**src/design/bfr_pkg.sv**
```systemverilog
`timescale 1ns / 1ps
// shared types, constants and codes for the bayer frame rotator
// no dependencies; compiled first
package bfr_pkg;

  localparam int PIX_W          = 8;
  localparam int CFG_W          = 11;
  localparam int CFG_IDX_W      = 1;
  localparam int DEF_MAX_WIDTH  = 1024;
  localparam int DEF_MAX_HEIGHT = 1024;
  localparam int MIN_WIDTH      = 3;
  localparam int MIN_HEIGHT     = 1;
  localparam int PHASE_SHIFT    = 1;

  localparam logic [CFG_W-1:0] SRC_WIDTH_RST  = 11'd640;
  localparam logic [CFG_W-1:0] SRC_HEIGHT_RST = 11'd480;

  typedef enum logic [CFG_IDX_W-1:0] {
    CFG_SRC_WIDTH  = 1'b0,
    CFG_SRC_HEIGHT = 1'b1
  } bfr_cfg_idx_t;

  typedef enum logic {
    CMD_LOAD = 1'b0,
    CMD_EMIT = 1'b1
  } bfr_cmd_t;

  typedef enum logic [1:0] {
    S_IDLE,
    S_CALC,
    S_ACCESS,
    S_RESULT
  } bfr_state_t;

  // controller to datapath
  typedef struct packed {
    logic capture;
    logic calc;
    logic access;
    logic out_load;
  } bfr_ctl_t;

  // datapath to controller
  typedef struct packed {
    logic is_emit;
    logic out_free;
  } bfr_sts_t;

endpackage

```
**src/design/bfr_ctrl.sv**
```systemverilog
`timescale 1ns / 1ps
// sequencing state machine: accept, address calc, store access, result hand-off
// depends on bfr_pkg
module bfr_ctrl (
  input  logic              clk,
  input  logic              rst_n,
  input  logic              in_valid,
  output logic              in_ready,
  output bfr_pkg::bfr_ctl_t ctl,
  input  bfr_pkg::bfr_sts_t sts
);
  import bfr_pkg::*;

  bfr_state_t state_r, state_nxt;

  always_ff @(posedge clk) begin
    if (!rst_n) begin
      state_r <= S_IDLE;
    end else begin
      state_r <= state_nxt;
    end
  end

  always_comb begin
    state_nxt = state_r;
    unique case (state_r)
      S_IDLE: begin
        if (in_valid) state_nxt = S_CALC;
      end
      S_CALC: begin
        state_nxt = S_ACCESS;
      end
      S_ACCESS: begin
        state_nxt = sts.is_emit ? S_RESULT : S_IDLE;
      end
      S_RESULT: begin
        if (sts.out_free) state_nxt = S_IDLE;
      end
      default: begin
        state_nxt = S_IDLE;
      end
    endcase
  end

  always_comb begin
    in_ready     = (state_r == S_IDLE);
    ctl.capture  = in_valid && (state_r == S_IDLE);
    ctl.calc     = (state_r == S_CALC);
    ctl.access   = (state_r == S_ACCESS);
    ctl.out_load = (state_r == S_RESULT) && sts.out_free;
  end

  a_accept_then_calc: assert property (@(posedge clk) disable iff (!rst_n)
    in_valid && in_ready |=> ctl.calc)
    else $error("accepted transaction not followed by address calc");

  a_access_after_calc: assert property (@(posedge clk) disable iff (!rst_n)
    ctl.access |-> $past(ctl.calc))
    else $error("store access without preceding address calc");

  a_out_load_ok: assert property (@(posedge clk) disable iff (!rst_n)
    ctl.out_load |-> sts.out_free && sts.is_emit)
    else $error("result loaded for a load command or into a busy slot");

endmodule

```
**config.mk**
```make
export PLATFORM = sky130hd
export DESIGN_NAME = bfr_ctrl
export DESIGN_NICKNAME = d
export VERILOG_FILES = /design/src/design/bfr_pkg.sv /design/src/design/bfr_ctrl.sv
export SDC_FILE = /design/constraint.sdc
export NUM_CORES = 1
export LEC_CHECK = 0
export ABC_AREA = 1
export BUFFER_PORTS_ARGS = -buffer_cell sky130_fd_sc_hd__buf_2
export CORE_AREA = 3 3 40 42
export CTS_BUF_LIST = sky130_fd_sc_hd__clkbuf_8
export DETAILED_ROUTE_END_ITERATION = 10
export DIE_AREA = 0 0 43 45
export MAX_ROUTING_LAYER = met4
export PLACE_DENSITY = 0.39
export SETUP_SLACK_MARGIN = 0.05
export SKIP_CTS_REPAIR_TIMING = 1
export SYNTH_ARGS = -nofsm -noshare
export SYNTH_HDL_FRONTEND = slang
export SYNTH_SLANG_ARGS = --single-unit
```
**constraint.sdc**
```tcl
create_clock -name clk -period 1.21 [get_ports clk]
set_input_delay 0.363 -clock clk [delete_from_list [all_inputs] [get_ports clk]]
set_output_delay 0.363 -clock clk [all_outputs]
set_load 0.05 [all_outputs]
```
==> summary.md <==
| Metric | Value |
|---|---|
| Hold depth | 3 |
| Effective utilization at floorplan | 0.09445 |
| Drt wl/cell | 7.451 µm |
| Final cell count without fillers | 51 |
| CP Max Fanout | 5 |
| Ys flop type | dfxtp_1 |
| Post-Route Setup TNS | -0.4917 ns |
| Final period util | 1.094 |
| Max FFs per register | 2 |
| Worst slack, placed | -0.1005 ns |
| Flop pwr share | 0.169 |
| Total CTS buffers | 3 |
| Die ar. | 1935 µm² |
| Worst Path Required | 0.85 ns |
| Status | finished, violations left |
| Count leader, synth | inv_1 |
| Root Driver | clkbuf_8 |
| Drt pass-1 iters | 2 |
| Cell-internal power | 342.0 µW |
| Synth top area share | 0.3299 |
| Final worst slack | -0.1137 ns |
| Final Core Density | 0.2561 |
| I/O Pins | 10 |
| Initial DRC count | 2 |
| Clock Latency Late Sink | 0.21 ns |
| Final nets | 43 |
| Logic pwr share | 0.305 |
| Clock network power share | 0.526 |
| Crit path largest cell delay | around 0.37 ns |
| Hold EP | state_r[1]$_SDFFE_PN0P_ |
| Regs by FF count | state_r: 2 flops |
| Die width | between 40 and 50 µm |
| Worst-path clk slew | 0.03 ns |
| Fmax | about 0.76 GHz |
| Power Density | 1497 nW/µm² |
| CTS tree | done |
| Via Count | 178 |
| Critical path class | reg2out |
| Total Routed Length | 380 µm |
| Failing checks | negative setup slack |
| Avg Inst Size Synth | 6.068 µm² |
| Register area share after synthesis | 0.3299 |
| Leakage | roughly 0.00017 µW |
| Grt ovf | 0 |
| Async SR Flop Fraction | 0 |
| Unrepaired setup endpoints after global routing | yes |
| Post-synthesis net count | 25 |
| Synth-to-Final Area Change | 171.1% |
| Area leader, netlist | dfxtp_1 |
| ANT cells | 0 |
| Routed vias/inst | roughly 3.5 |
| RR Startpoint | state_r[0]$_SDFFE_PN0P_ |
| Initial antenna violation count | 0 |
| Die Span Y | between 40 and 50 µm |
| Placed insts | 47 |
| Layout cells sized above 1 | 0.7500 |
| # port buffers | 9 |
| Depth of the most critical reg-to-reg path | 6 |
| Crit path cell chain | inv_2 > nor3_4 > buf_6 |
| Switch share | 0.3056 |
| First-pass GRT wire length | slightly below 600 µm |
| Slowest-stage cell, CP | dfxtp_4 |
| All-Layer GR Usage | 0.04880 |
| Worst R2R Setup Slack | 0.33 ns |
| Vias in the first global route | 163 |
| Max-cap viol count | 0 |
| Drt drc | 0 |
| Final hold vios | 0 |
| R2r endpoint | state_r[0]$_SDFFE_PN0P_ |
| Hold path start | rst_n |
| Worst EP arrival | 0.96 ns |
| CTS H-Tree Depth | 1 |
| Clock skew | 0.001242 ns |
| Setup violators final | 5 |
| DP HPWL | between 200 and 300 µm |
| Pin count of the biggest net entering global routing | 6 |
| Total core area | 1285 µm² |
| Crit end category | output port |
| NetSw | 150.5 µW |
| Clk buf depth | 2 |
| Worst setup SP type | flop |
| Synth Warn # | 0 |
| VDD IR max | between 0.3 and 0.4 mV |
| Most flop-heavy register | state_r |
| Synth Instances | 20 |
| Post-synth EDFFs | 0 |
| Slew at the pin with the worst max-slew slack | 0.2478 ns |
| Count of cell types in the netlist | 8 |
| Slew Viols, Final | 0 |
| Post-synth top cells | inv_1, nand2_1, nand3_1 |
| Final min period | ~1.3 ns |
| Hold/Removal Path Class | in2reg |
| Cell Rows | 13 |
| Hold Slack | between 0.3 and 0.4 ns |
| Post-route ant nets | 0 |
| Clk sinks | 2 |
| GPL Wtd Cong | between 0.6 and 0.7 |
| Synth area leaders | dfxtp_1, inv_1, nand3_1 |
| Slew headroom | 0.8360 |
| Fillers | 153 |
| Mapped Area | 121.4 µm² |
| #FFs+latches synth | 2 |
## worst max-delay path, delay by kind of cell, from the launching register on
kind | cells | cell delay [ns]
buffers and inverters | 2 | 0.23
DFF | 1 | 0.37
and+or+nand+nor | 1 | 0.15
## worst max path at each step
stage / from / end / slack, ns / cells after the start
after detailed placement: state_r[1]$_SDFFE_PN0P_ / ctl[0] / -0.10 / 3
after floorplan: state_r[0]$_SDFFE_PN0P_ / ctl[3] / -0.12 / 3
after global placement: state_r[1]$_SDFFE_PN0P_ / ctl[0] / -0.1 / 3
after CTS: state_r[1]$_SDFFE_PN0P_ / ctl[0] / -0.32 / 3
final: state_r[0]$_SDFFE_PN0P_ / ctl[0] / -0.11 / 3
after global routing: state_r[0]$_SDFFE_PN0P_ / ctl[3] / -0.16 / 4
## stage by stage
stage          instance area [µm²]  total power [µW]
2_1_floorplan                147.6             169.3
3_3_place_gp                 234.0             205.3
3_5_place_dp                 234.0             205.6
4_1_cts                      275.3             472.1
5_1_grt                      329.1             517.6
6_report                     329.1             492.5
## per-layer routing
layer	vias up	track usage	routed length, µm
li1	90	-	-
met1	80	0.04796	142
met2	6	0.05090	189
met3	2	0.03187	43
met4	0	0.07229	6
met5	-	-	0
## cell type report
class | instances | area [µm²] | share of cell area
Sequential cell | 2 | 47.55 | 0.1445
Multi-Input combinational cell | 11 | 81.33 | 0.2471
Clock buffer | 3 | 41.29 | 0.1255
Tap cell | 15 | 18.77 | 0.05703
Timing Repair Buffer | 13 | 107.6 | 0.3270
Inverter | 7 | 32.53 | 0.09886
## kinds of logic after synthesis
| logic type | synth area share |
|---|---|
| DFF | 0.3299 |
| and+or+nand+nor | 0.4535 |
| buffers and inverters | 0.2165 |
## cell usage in the layout (no fill, tap or decap), drive strengths merged
| cell | netlist | layout |
|---|---|---|
| buf | 0 | 13 |
| clkbuf | 0 | 3 |
| clkinvlp | 0 | 1 |
| dfxtp | 2 | 2 |
| inv | 7 | 6 |
| nand2 | 4 | 4 |
| nand3 | 4 | 4 |
| nor2 | 2 | 2 |
| nor3 | 1 | 1 |
## power groups by stage
stage,combinational (µW),clock [µW],sequential (µW)
detailed placement,122,0,83.2
finish,150,259,83.3
CTS,122,267,82.4
global placement,122,0,83.3
global route,164,270,84.0
floorplan,87.2,0,82.1
Power figures use the tool's default switching activity.
